## src/chte_pkg.sv

```systemverilog
// shared constants, codes and types for the chained hash table engine
package chte_pkg;

    localparam int TABLE_BITS = 10;
    localparam int NODE_COUNT = 1024;
    localparam int NODE_BITS  = $clog2(NODE_COUNT);
    localparam int LINK_BITS  = $clog2(NODE_COUNT + 1);
    localparam int BUCKETS    = 1 << TABLE_BITS;
    localparam int KEY_W      = 64;
    localparam int IDX_W      = 10;

    localparam logic [LINK_BITS-1:0] LINK_NULL = LINK_BITS'(NODE_COUNT);

    localparam logic [63:0] MUL_M  = 64'hc6a4a7935bd1e995;
    localparam int          ROT_R  = 47;
    localparam logic [63:0] SEED   = 64'h8445d61a4e774912;
    localparam logic [63:0] H_INIT = SEED ^ (MUL_M << 3);

    typedef enum logic [1:0] {
        MODE_INSERT = 2'd0,
        MODE_LOOKUP = 2'd1,
        MODE_REMOVE = 2'd2,
        MODE_SPARE  = 2'd3
    } t_mode;

    typedef enum logic [1:0] {
        ST_OK   = 2'd0,
        ST_MISS = 2'd1,
        ST_FULL = 2'd2
    } t_status;

endpackage

```

## src/chte_hash.sv

```systemverilog
// murmur single word hash, one 32x32 partial product per cycle
module chte_hash (
    input  logic                             i_clk,
    input  logic                             i_rst_n,
    input  logic                             i_start,
    input  logic [chte_pkg::KEY_W-1:0]       i_key,
    output logic                             o_done,
    output logic [chte_pkg::TABLE_BITS-1:0]  o_bucket
);
    import chte_pkg::*;

    logic        r_busy, n_busy;
    logic [1:0]  r_op, n_op;
    logic [1:0]  r_ph, n_ph;
    logic [63:0] r_x, n_x;
    logic [63:0] r_acc, n_acc;
    logic        r_done, n_done;
    logic [TABLE_BITS-1:0] r_bucket, n_bucket;
    logic [31:0] mul_a, mul_b;
    logic [63:0] prod, sum, mixed;

    assign mul_a = (r_ph == 2'd1) ? r_x[63:32] : r_x[31:0];
    assign mul_b = (r_ph == 2'd2) ? MUL_M[63:32] : MUL_M[31:0];
    assign prod  = 64'(mul_a) * 64'(mul_b);
    assign sum   = r_acc + {prod[31:0], 32'd0};
    assign mixed = sum ^ (sum >> ROT_R);

    always_comb begin
        n_busy   = r_busy;
        n_op     = r_op;
        n_ph     = r_ph;
        n_x      = r_x;
        n_acc    = r_acc;
        n_done   = 1'b0;
        n_bucket = r_bucket;
        if (i_start) begin
            n_busy = 1'b1;
            n_op   = 2'd0;
            n_ph   = 2'd0;
            n_x    = i_key;
        end else if (r_busy) begin
            if (r_ph == 2'd0) begin
                n_acc = prod;
                n_ph  = 2'd1;
            end else if (r_ph == 2'd1) begin
                n_acc = sum;
                n_ph  = 2'd2;
            end else begin
                n_ph = 2'd0;
                n_op = r_op + 2'd1;
                case (r_op)
                    2'd0:    n_x = mixed;
                    2'd1:    n_x = H_INIT ^ sum;
                    2'd2:    n_x = mixed;
                    default: begin
                        n_busy   = 1'b0;
                        n_done   = 1'b1;
                        n_bucket = mixed[TABLE_BITS-1:0];
                    end
                endcase
            end
        end
    end

    always_ff @(posedge i_clk) begin
        if (!i_rst_n) begin
            r_busy <= 1'b0;
            r_done <= 1'b0;
            r_op   <= 2'd0;
            r_ph   <= 2'd0;
        end else begin
            r_busy <= n_busy;
            r_done <= n_done;
            r_op   <= n_op;
            r_ph   <= n_ph;
        end
        r_x      <= n_x;
        r_acc    <= n_acc;
        r_bucket <= n_bucket;
    end

    assign o_done   = r_done;
    assign o_bucket = r_bucket;
endmodule

```

## config.mk

```make
export PLATFORM = sky130hd
export DESIGN_NAME = chte_hash
export DESIGN_NICKNAME = d
export VERILOG_FILES = /design/src/chte_pkg.sv /design/src/chte_hash.sv
export SDC_FILE = /design/constraint.sdc
export NUM_CORES = 2
export LEC_CHECK = 0
export BUFFER_PORTS_ARGS = -buffer_cell sky130_fd_sc_hd__buf_2
export CAP_MARGIN = 40
export CORE_AREA = 3 3 363 365
export CTS_CLUSTER_DIAMETER = 50
export DETAILED_ROUTE_END_ITERATION = 7
export DIE_AREA = 0 0 366 368
export GPL_ROUTABILITY_DRIVEN = 0
export SLEW_MARGIN = 20
export SYNTH_ARGS = -nofsm -noshare
export SYNTH_HDL_FRONTEND = slang
export SYNTH_SLANG_ARGS = --single-unit
```

## constraint.sdc

```tcl
create_clock -name i_clk -period 9.5 [get_ports i_clk]
set_input_delay 1.425 -clock i_clk [delete_from_list [all_inputs] [get_ports i_clk]]
set_output_delay 1.425 -clock i_clk [all_outputs]
set_load 0.01 [all_outputs]
```

==> impl_metrics.env <==
export IMPL_yosysWarnings=0
export IMPL_finClkSkew_ns=0.0147
export IMPL_worstSetupStartpointType="register"
export IMPL_setup_viol=0
export IMPL_synth_seq_cells=144
export IMPL_relSlewSlack_pct=45.7
export IMPL_hold_ws_ns=0.518
export IMPL_hpwl_microns=93100
export IMPL_async_flop_share_pct=0
export IMPL_io_buffers=77
export IMPL_path_class="register to register"
export IMPL_drt_iter0_markers=2143
export IMPL_wl_microns=106000
export IMPL_synth_top_cell_area_share_pct=38.4
export IMPL_outcome="finished, final reports clean"
export IMPL_h_tree_depth=4
export IMPL_syn_area_sq_mm=0.0321
export IMPL_cp_max_fo=8
export IMPL_ant_nets=0
export IMPL_synth_cell_type_count=74
export IMPL_netlist_instances=3188
export IMPL_synth_top_area_cell="fa_1"
export IMPL_synth_common_cells="inv_1 (783), fa_1 (616), ha_1 (436)"
export IMPL_worstMarginPinSlew_ns=0.807
export IMPL_drt_met1_wl_microns=44100
export IMPL_num_rows=132
export IMPL_crit_path_top_delay_cell="fa_1"
export IMPL_fill_cells=13600
export IMPL_dr_pass1_iters=5
export IMPL_hold_viol=0
export IMPL_vias=23500
export IMPL_syn_area_per_cell_sq_um=10.1
export IMPL_rr_startpoint="r_ph[0]$_SDFFE_PP0P_"
export IMPL_crit_path_start="r_ph[0]$_SDFFE_PP0P_"
export IMPL_period_share_pct=98.1
export IMPL_clock_latency_ns=0.46
export IMPL_fmax_ghz=0.107
export IMPL_coreArea_sq_mm=0.129
export IMPL_synth_edf_count=138
export IMPL_synthTopCellsByArea="fa_1 (38%), ha_1 (17%), edfxtp_1 (13%)"
export IMPL_min_from="r_op[1]$_SDFFE_PP0P_"
export IMPL_end_kind="register"
export IMPL_grt_usage_pct=15.6
export IMPL_synth_most_common_cell="inv_1"
export IMPL_holdBufCountCts=0
export IMPL_grt_pass1_vias=24400
export IMPL_path_clk_slew_ns=0.07
export IMPL_maxSlewViolCount=0
export IMPL_initial_core_util_pct=24.8
export IMPL_antenna_found_initial=2
export IMPL_rsz0062_at_grt="true"
export IMPL_fp_dieH_microns=368
export IMPL_area_growth_pct=14.5
export IMPL_grt_remaining_overflow=0
export IMPL_ff_latch_area_sq_mm=0.00427
export IMPL_critPathMaxStageDelay_ns=0.53
export IMPL_fin_crit_ns=9.32
export IMPL_die_x_microns=366
export IMPL_fin_util_pct=28.4
export IMPL_hp_class="register to register"
export IMPL_dr_max_layer_used="met5"
export IMPL_worstPathArrival_ns=9.62
export IMPL_fin_nets=4487
export IMPL_drive_gt1_share_pct=12.3
export IMPL_cts_sinks=144
export IMPL_fp_dieArea_sq_mm=0.135
export IMPL_yosys_most_used_dff="edfxtp_1"
export IMPL_wl_met3_microns=9040
export IMPL_cp_required_ns=9.80
export IMPL_grt_max_degree=57
export IMPL_cts_buffers=17
export IMPL_ys_seq_area_share_pct=13.3
export IMPL_drv_cap=0
export IMPL_multiInputGateArea_sq_mm=0.0249
export IMPL_wire_per_inst_microns=20.6
export IMPL_drc_errors=0
export IMPL_dr_wl_met2_microns=47600
export IMPL_io_pin_count=78
export IMPL_grt_pass1_wl_microns=157000
export IMPL_tritoncts="done"
export IMPL_viasPerCell=4.58
export IMPL_root_buffer="clkbuf_16"
export IMPL_cts_buffer_depth=2
-- metal layers --
| layer | GRT usage (%) | up-vias |
|---|---|---|
| met2 | 24.6 | 1077 |
| met5 | 0 | - |
| met4 | 6.07 | 2 |
| li1 | - | 10300 |
| met3 | 3.29 | 218 |
| met1 | 21.0 | 11800 |
-- registers in the layout, indices dropped and copies added, names as in the netlist --
register  flops
o_bucket     10
o_done        1
r_acc        64
r_busy        1
r_op          2
r_ph          2
r_x          64
-- kinds of logic after synthesis --
group | Yosys count | share of synthesized area [%]
AOI/OAI and AO/OA | 398 | 7.82
and+or+nand+nor | 508 | 7.17
xor gates and xnor gates | 144 | 3.98
adders and majority gates | 1052 | 55.5
buffers and inverters | 886 | 10.5
other | 2 | 0.0234
muxes | 54 | 1.78
DFF | 144 | 13.3
-- critical path: cells and delay by family, from the launching register on --
kind / cells / cell delay [ns]
AO/OA/AOI/OAI: 9 / 2.07
AND/OR/NAND/NOR: 5 / 1.07
flip-flops: 1 / 0.37
buffers and inverters: 6 / 0.69
adder cells (fa/ha/maj): 10 / 4.14
XOR/XNOR: 2 / 0.43
multiplexers: 1 / 0.39
-- path summary, 6_finish.rpt --
path	end	slack, ns	cells past startpoint
max reg2reg	r_x[16]$_DFFE_PP_	0.18	33
min reg2reg	r_op[1]$_SDFFE_PP0P_	0.52	2
min	r_op[1]$_SDFFE_PP0P_	0.52	2
max	r_x[16]$_DFFE_PP_	0.18	33
-- layout make-up --
class	instances	area share (%)
clock inverters	15	0.440
inverters	786	8.05
well taps	1742	5.94
clock buffers	17	1.16
flip-flops and latches	144	11.6
multi-input cells	2162	67.8
repair buffers	257	5.03
diodes	2	0.0136
-- cells in the final DEF, fill, tap and decap left out, types with 7 or more instances in the layout --
cell type	n
mux2i_1	24
buf_2	76
nand2_1	218
inv_1	774
or3_1	9
mux2_2	22
and2_1	40
o21ai_0	114
inv_2	7
and3_1	13
ha_4	8
buf_4	174
xor2_1	42
ha_1	425
o21a_1	12
nand3_1	24
nor2_1	109
o21bai_1	14
fa_1	613
xnor2_1	93
nand4_1	14
a21o_1	56
o211ai_1	12
clkbuf_16	18
nand2b_1	10
a31oi_1	18
edfxtp_1	138
or2_2	17
a21oi_1	100
nor3_1	14
-- metrics by stage --
stage               setup WS (ns)  cells  setup TNS (ns)  area [sq um]
floorplan                 0.00166   3192               0         32100
global placement           -0.185   5068          -0.809         35500
detailed placement         -0.220   5072           -1.12         35600
CTS                       0.00562   5104               0         36200
global route              -0.0675   5123          -0.193         36700
finish                      0.179   5125               0         36700
-- repair_timing --
item | in CTS | in global routing
gates cloned | 0 | 1
pin swaps | 0 | 15
setup endpoints to repair | 15 | 39
gates resized for setup | 7 | 79
setup buffers | 0 | 18
Power is left out: the tool's default activity adds up to more than one toggle a clock period on the data nets, which glitch-free logic cannot reach.
