<file path="config.mk">
export PLATFORM = sky130hd
export DESIGN_NAME = chte_ram
export DESIGN_NICKNAME = d
export VERILOG_FILES = /design/src/chte_ram.sv
export SDC_FILE = /design/constraint.sdc
export NUM_CORES = 1
export LEC_CHECK = 0
export ABC_CLOCK_PERIOD_IN_PS = 1650
export BUFFER_PORTS_ARGS = -buffer_cell sky130_fd_sc_hd__buf_2
export CAP_MARGIN = 20
export CORE_ASPECT_RATIO = 0.9
export CORE_UTILIZATION = 52
export CTS_CLUSTER_SIZE = 14
export DETAILED_ROUTE_END_ITERATION = 7
export HOLD_SLACK_MARGIN = 0.15
export PLACE_DENSITY_LB_ADDON = 0.12
export SYNTH_ARGS = -nofsm -noshare
export SYNTH_HDL_FRONTEND = slang
export SYNTH_SLANG_ARGS = --single-unit
</file>
<file path="constraint.sdc">
create_clock -name i_clk -period 1.65 [get_ports i_clk]
set_input_delay 0.2475 -clock i_clk [delete_from_list [all_inputs] [get_ports i_clk]]
set_output_delay 0.2475 -clock i_clk [all_outputs]
set_load 0.02 [all_outputs]
</file>
<file path="src/chte_ram.sv">
// generic single write port ram with registered read
module chte_ram #(
    parameter int WIDTH = 8,
    parameter int DEPTH = 16,
    parameter int AW    = $clog2(DEPTH)
) (
    input  logic             i_clk,
    input  logic             i_we,
    input  logic [AW-1:0]    i_waddr,
    input  logic [WIDTH-1:0] i_wdata,
    input  logic [AW-1:0]    i_raddr,
    output logic [WIDTH-1:0] o_rdata
);
    logic [WIDTH-1:0] r_mem [DEPTH];
    logic [WIDTH-1:0] r_rdata;

    always_ff @(posedge i_clk) begin
        if (i_we) begin
            r_mem[i_waddr] <= i_wdata;
        end
        r_rdata <= r_mem[i_raddr];
    end

    assign o_rdata = r_rdata;
endmodule

</file>
==> results.yml, run 1 <==
setup_path:
  critical-path-max-stage-delay_ps: 460
  cp-end-kind: "flop"
  type_of_the_worst_setup_path: "flop to flop"
  worst_path_dominant_cell_family: "multiplexers"
  cp-start-kind: "flop"
  data_required_time_at_the_worst_endpoint_ps: 2040
  path_max_fanout: 1
  cp_data_arrival_time_ps: 1740
  cp_num_buf_inv: 0
  slowest_stage: "mux4_2"
  path_cells: "mux4_2, a22oi_1, nand2_1"
floorplan:
  row_count: 34
  area_enclosed_by_the_die_boundary_sq_mm: 0.01030
  floorplan.die.height_microns: 96.39
  effective_utilization_at_floorplan_pct: 53.30
  die_width_microns: 106.9
  core_area_sq_mm: 0.009657
  ios: 26
global_route:
  grt_antenna_before_repair: 0
  grt_first_pass_wirelength_microns: 14650
  grt_max_degree: 17
  grt_remaining_overflow: 0
  track_usage_pct: 21.41
  grt_pass1_vias: 2421
power:
  combinationalPowerShare_pct: 5.2
  power_density_mw_per_mm2: 1282
  cell_internal_pwr_w: 0.006428
  switching_power_w: 0.001625
  switching_share_pct: 20.18
  static-leakage-power_nw: 2.164
  pwr-share-seq_pct: 48.3
  power.ir.vdd_worst_uv: 635.3
  post-layout-total-power_w: 0.008052
  power_share_of_the_clock_group_pct: 46.6
layout:
  area_growth_pct: 22.05
  most_frequent_standard_cell_in_the_layout_excluding_fill_and_tap_cells: "edfxtp_1"
  layout_common_cells: "edfxtp_1 (128), buf_4 (26), buf_2 (25)"
  antennaDiodeCount: 0
  fillerInstances: 654
  fraction_of_final_layout_cells_sized_beyond_drive_strength_1_pct: 33.23
  nNetsFinal: 318
timing:
  clock.fmax_mhz: 742.2
  final.min_clock_period_ps: 1347
  relSlewSlack_pct: 55.87
  final-hold-violation-count: 0
  worst_slew_pin_slew_ps: 659.4
  setup_viol_count_final: 0
  clock-skew-final_ps: 10.62
  maxSlewViolCount: 0
  tns_ps: 0
  final_min_period_over_clock_period_pct: 81.65
  rsz_0062_raised_after_global_routing: "no"
min_path:
  hold_path.class: "input pin to flop"
run_status:
  run_status: "completed"
run:
  drv.max_cap_violation_count: 0
logic_synthesis:
  synth_area_sq_mm: 0.005147
  synth_cells: 229
  mappedNetlistNets: 247
  synth.yosys.seq_area_share_pct: 77.78
  ys_ff_latch: 136
  total_number_of_yosys_warnings: 0
  synth_cell_type_count: 19
  synthesized_area_per_cell_sq_um: 22.48
routing:
  drt_first_pass_iters: 4
  detailroute.via_count: 2492
  antenna_left: 0
  route.detailed.wl_per_inst_microns: 22.51
  totalWireLength_microns: 9882
  drc_violations_left: 0
  route.detailed.vias_per_inst: 5.677
  drtIter0Drc: 138
placed_design:
  place_hpwl_microns: 6277
  port_buffers: 25
  place_congestion: 0.7268
clock_tree:
  cts_tree: "built"
  h-tree-depth: 4
  cts.reportedPaths.clkPinSlew_ps: 60
  post-cts-setup-buffer-count: 0
  cts_inserted_buffers: 17
  clock_sink_count: 136
  clk_latency_worst_skew_pair_ps: 520
  clock-root-buffer: "clkbuf_8"
  ctsLongestPathBuffers: 2
==> worst min-delay path, delay by kind of cell <==
kind            cells  cell delay [ps]
compound gates      1              190
buf+inv             1              110
simple gates        2              180
==> routing by layer <==
| layer | wire [microns] | vias to the layer above | GRT usage (%) |
|---|---|---|---|
| met3 | 449 | 18 | 5.097 |
| met2 | 4705 | 71 | 33.33 |
| met1 | 4550 | 1287 | 29.58 |
| met5 | 0 | - | 0 |
| li1 | - | 1116 | - |
| met4 | 176 | 0 | 9.018 |
==> per-stage QoR <==
step	instance area, sq um	worst slack [ps]	util (%)	hold slack [ps]	std cells
final	6282	302.7	65.06	277.9	439
after global routing	6282	233.2	65.06	287.9	439
after CTS	6282	282.9	65.06	260.1	439
after detailed placement	5604	-92.73	58.03	643.8	399
after global placement	5604	-94.05	58.03	641.4	399
after floorplan	5152	136.4	-	346.4	229
==> layout make-up <==
class,instances,area [sq um],share of cell area (%)
timing repair buffer,62,460.4,7.329
multi-input combinational,83,1062,16.91
clock buffer,21,449.2,7.150
tap,126,157.7,2.509
sequential,136,4004,63.73
clock inverter,11,148.9,2.370
==> sequential cells by signal, summed over array words and instances, names as in the netlist <==
register,count
o_rdata,8
r_mem,128
==> worst paths after layout <==
kind / slack [ps] / from / cells past startpoint / end
worst max-delay path: 300 / r_mem[2][4] / 3 / o_rdata[4]
worst min-delay path: 280 / i_raddr[2] / 4 / o_rdata[0]
worst max register to register: 300 / r_mem[2][4] / 3 / o_rdata[4]
worst min register to register: 670 / r_mem[14][0] / 3 / o_rdata[0]
==> synthesized netlist by cell type, drive strengths merged <==
cell           number  area [sq um]
buf                 7         56.30
nand2b              2         12.51
nor2               13         48.80
or3b                1         8.760
nand3b              2         15.01
nor2b               1         6.260
nor3                4         20.02
edfxtp            128          3844
nand2               9         33.78
and2b               1         7.510
and2                1         6.260
mux4               32         773.2
dfxtp               8         160.2
nand3               1         5.000
clkdlybuf4s25       3         30.03
a22oi              16         120.1
==> cell families (layout without fill, tap and decap cells) <==
family / Yosys count / in the layout / synth area share (%)
simple gates: 35 / 35 / 3.184
mux: 32 / 32 / 15.02
buf+inv: 10 / 94 / 1.677
flops: 136 / 136 / 77.78
compound gates: 16 / 16 / 2.334
==> power by group through the flow <==
| stage | Combinational (W) | Sequential (W) | Clock, W |
|---|---|---|---|
| after CTS | 0.000425 | 0.00389 | 0.00381 |
| final | 0.000416 | 0.00389 | 0.00375 |
| after global routing | 0.000451 | 0.00389 | 0.00397 |
| after detailed placement | 0.000410 | 0.00396 | 0 |
| after floorplan | 0.000196 | 0.00398 | 0 |
| after global placement | 0.000404 | 0.00396 | 0 |
==> repair_timing <==
action / 4_1_cts / 5_1_grt
gates resized for setup: 0 / 0
hold buffers: 8 / 0
setup endpoints to repair: 0 / 0
hold endpoints to repair: 128 / 0
(Power assumes the default switching activity.)
==> run 2, diff against run 1 <==
ABC_CLOCK_PERIOD_IN_PS = 1220   (was 1650)
clock period = 1.22 ns   (was 1.65 ns; I/O delays follow)
==> results.yml, run 2 (synthesis gave the netlist of run 1 again) <==
setup_path:
  path_cells: "mux4_2, a22oi_2, nand2_1"
  cp-end-kind: "flop"
  cp-start-kind: "flop"
  data_required_time_at_the_worst_endpoint_ps: 1620
  cp_data_arrival_time_ps: 1710
  path_max_fanout: 1
  type_of_the_worst_setup_path: "flop to flop"
  critical-path-max-stage-delay_ps: 530
  slowest_stage: "mux4_2"
  reg2reg_from: "r_mem[4][1]"
  crit_path_start: "r_mem[4][1]"
timing:
  worst_slew_pin_slew_ps: 927.5
  fin_worst_hold_slack_ps: 216.6
  maxSlewViolCount: 0
  final.min_clock_period_ps: 1305
  rsz_0062_raised_after_global_routing: "yes"
  tns_ps: -343.9
  final_min_period_over_clock_period_pct: 107.0
  relSlewSlack_pct: 38.04
  setup_viol_count_final: 7
  final_critical_path_setup_slack_ps: -85.49
  clock.fmax_mhz: 766.0
  final-hold-violation-count: 0
  clock-skew-final_ps: 10.31
floorplan:
  area_enclosed_by_the_die_boundary_sq_mm: 0.01030
  floorplan.die.height_microns: 96.39
  core_area_sq_mm: 0.009657
  die_width_microns: 106.9
  effective_utilization_at_floorplan_pct: 53.30
  row_count: 34
  ios: 26
global_route:
  track_usage_pct: 21.59
  grt_max_degree: 19
  grt_first_pass_wirelength_microns: 14880
  grt_pass1_vias: 2492
  grt_antenna_before_repair: 0
  grt_remaining_overflow: 0
clock_tree:
  cts.reportedPaths.clkPinSlew_ps: 60
  post-cts-setup-buffer-count: 0
  clk_latency_worst_skew_pair_ps: 520
  h-tree-depth: 4
  clock_sink_count: 136
  ctsLongestPathBuffers: 2
  cts_inserted_buffers: 17
  cts_tree: "built"
  clock-root-buffer: "clkbuf_8"
routing:
  detailroute.via_count: 2482
  drt_first_pass_iters: 4
  drtIter0Drc: 194
  route.detailed.wl_per_inst_microns: 22.22
  totalWireLength_microns: 9889
  route.detailed.vias_per_inst: 5.578
  drc_violations_left: 0
  antenna_left: 0
power:
  switching_share_pct: 19.93
  power_share_of_the_clock_group_pct: 47.3
  post-layout-total-power_w: 0.01118
  switching_power_w: 0.002229
  cell_internal_pwr_w: 0.008953
  combinationalPowerShare_pct: 5.7
  power_density_mw_per_mm2: 1731
  pwr-share-seq_pct: 47.0
  static-leakage-power_nw: 2.204
  power.ir.vdd_worst_uv: 919.4
run:
  drv.max_cap_violation_count: 0
layout:
  postLayoutCellArea_sq_mm: 0.006461
  area_growth_pct: 25.52
  fraction_of_final_layout_cells_sized_beyond_drive_strength_1_pct: 43.89
  largest_register_ff_count: 128
  layout_common_cells: "edfxtp_1 (128), mux4_2 (30), buf_4 (28)"
  nNetsFinal: 324
  antennaDiodeCount: 0
  regMostFlops: "r_mem"
  most_frequent_standard_cell_in_the_layout_excluding_fill_and_tap_cells: "edfxtp_1"
placed_design:
  place_hpwl_microns: 6205
  placed_area_sq_mm: 0.005702
  port_buffers: 25
  dp_worst_setup_slack_ps: -470.3
  place_congestion: 0.7195
run_status:
  run_status: "finished with violations"
  violations: "setup timing"
min_path:
  hold_start: "i_raddr[1]"
  hold_path.class: "input pin to flop"
run 2: cell count changes in the layout (fill, tap and decap cells not counted), moves of 3 or more:
cell / delta
mux4_1: -12
mux4_2: +12
a22oi_1: -10
a22oi_2: +10
buf_12: +5
clkinvlp_4: -5
clkinv_4: +3
nor2_1: -3
nor2_2: +3
nor3_1: -3
run 2: through the flow:
step                utilization (%)  std cells
floorplan                         -        229
global placement              59.04        405
detailed placement            59.04        405
CTS                           66.79        445
global route                  66.91        445
finish                        66.91        445
run 2: layout make-up:
type                       instances  area (sq um)
sequential                       136          4006
timing repair buffer              68         576.8
clock buffer                      21         449.2
tap                              126         157.7
multi-input combinational         83          1099
clock inverter                    11         172.7
fill                             621          3196
run 2: worst paths after layout:
check	to	slack, ps	cells past startpoint
worst min register to register	o_rdata[3]	680	3
worst min-delay path	o_rdata[6]	220	4
worst max register to register	o_rdata[1]	-90	3
worst max-delay path	o_rdata[1]	-90	3
run 2: repair_timing:
item	4_1_cts	5_1_grt
endpoints found under the hold margin	128	0
resized for setup	13	3
cloned	0	0
hold buffers	8	0
endpoints found under the setup margin	10	9
pin swaps	4	1
run 2: worst max-delay path: cells and delay by family, from the launching register on:
family | cells | cell delay (ps)
AO/OA/AOI/OAI | 1 | 210
multiplexers | 1 | 530
AND/OR/NAND/NOR | 1 | 70
flip-flops | 1 | 380
run 2: routing by layer:
| metal | track usage, % | share of wire, % | wire length, microns | up-vias |
|---|---|---|---|---|
| li1 | - | - | - | 1115 |
| met1 | 30.84 | 44 | 4324 | 1268 |
| met2 | 32.58 | 48 | 4795 | 90 |
| met3 | 5.500 | 6.9 | 685 | 9 |
| met4 | 8.219 | 0.86 | 85 | 0 |
| met5 | 0 | 0 | 0 | - |
run 2: power by group through the flow:
| stage | combinational, W | clock, W | sequential [W] |
|---|---|---|---|
| floorplan | 0.000292 | 0 | 0.00538 |
| CTS | 0.000640 | 0.00535 | 0.00525 |
| global placement | 0.000585 | 0 | 0.00535 |
| finish | 0.000635 | 0.00529 | 0.00525 |
| global route | 0.000687 | 0.00557 | 0.00526 |
| detailed placement | 0.000593 | 0 | 0.00535 |
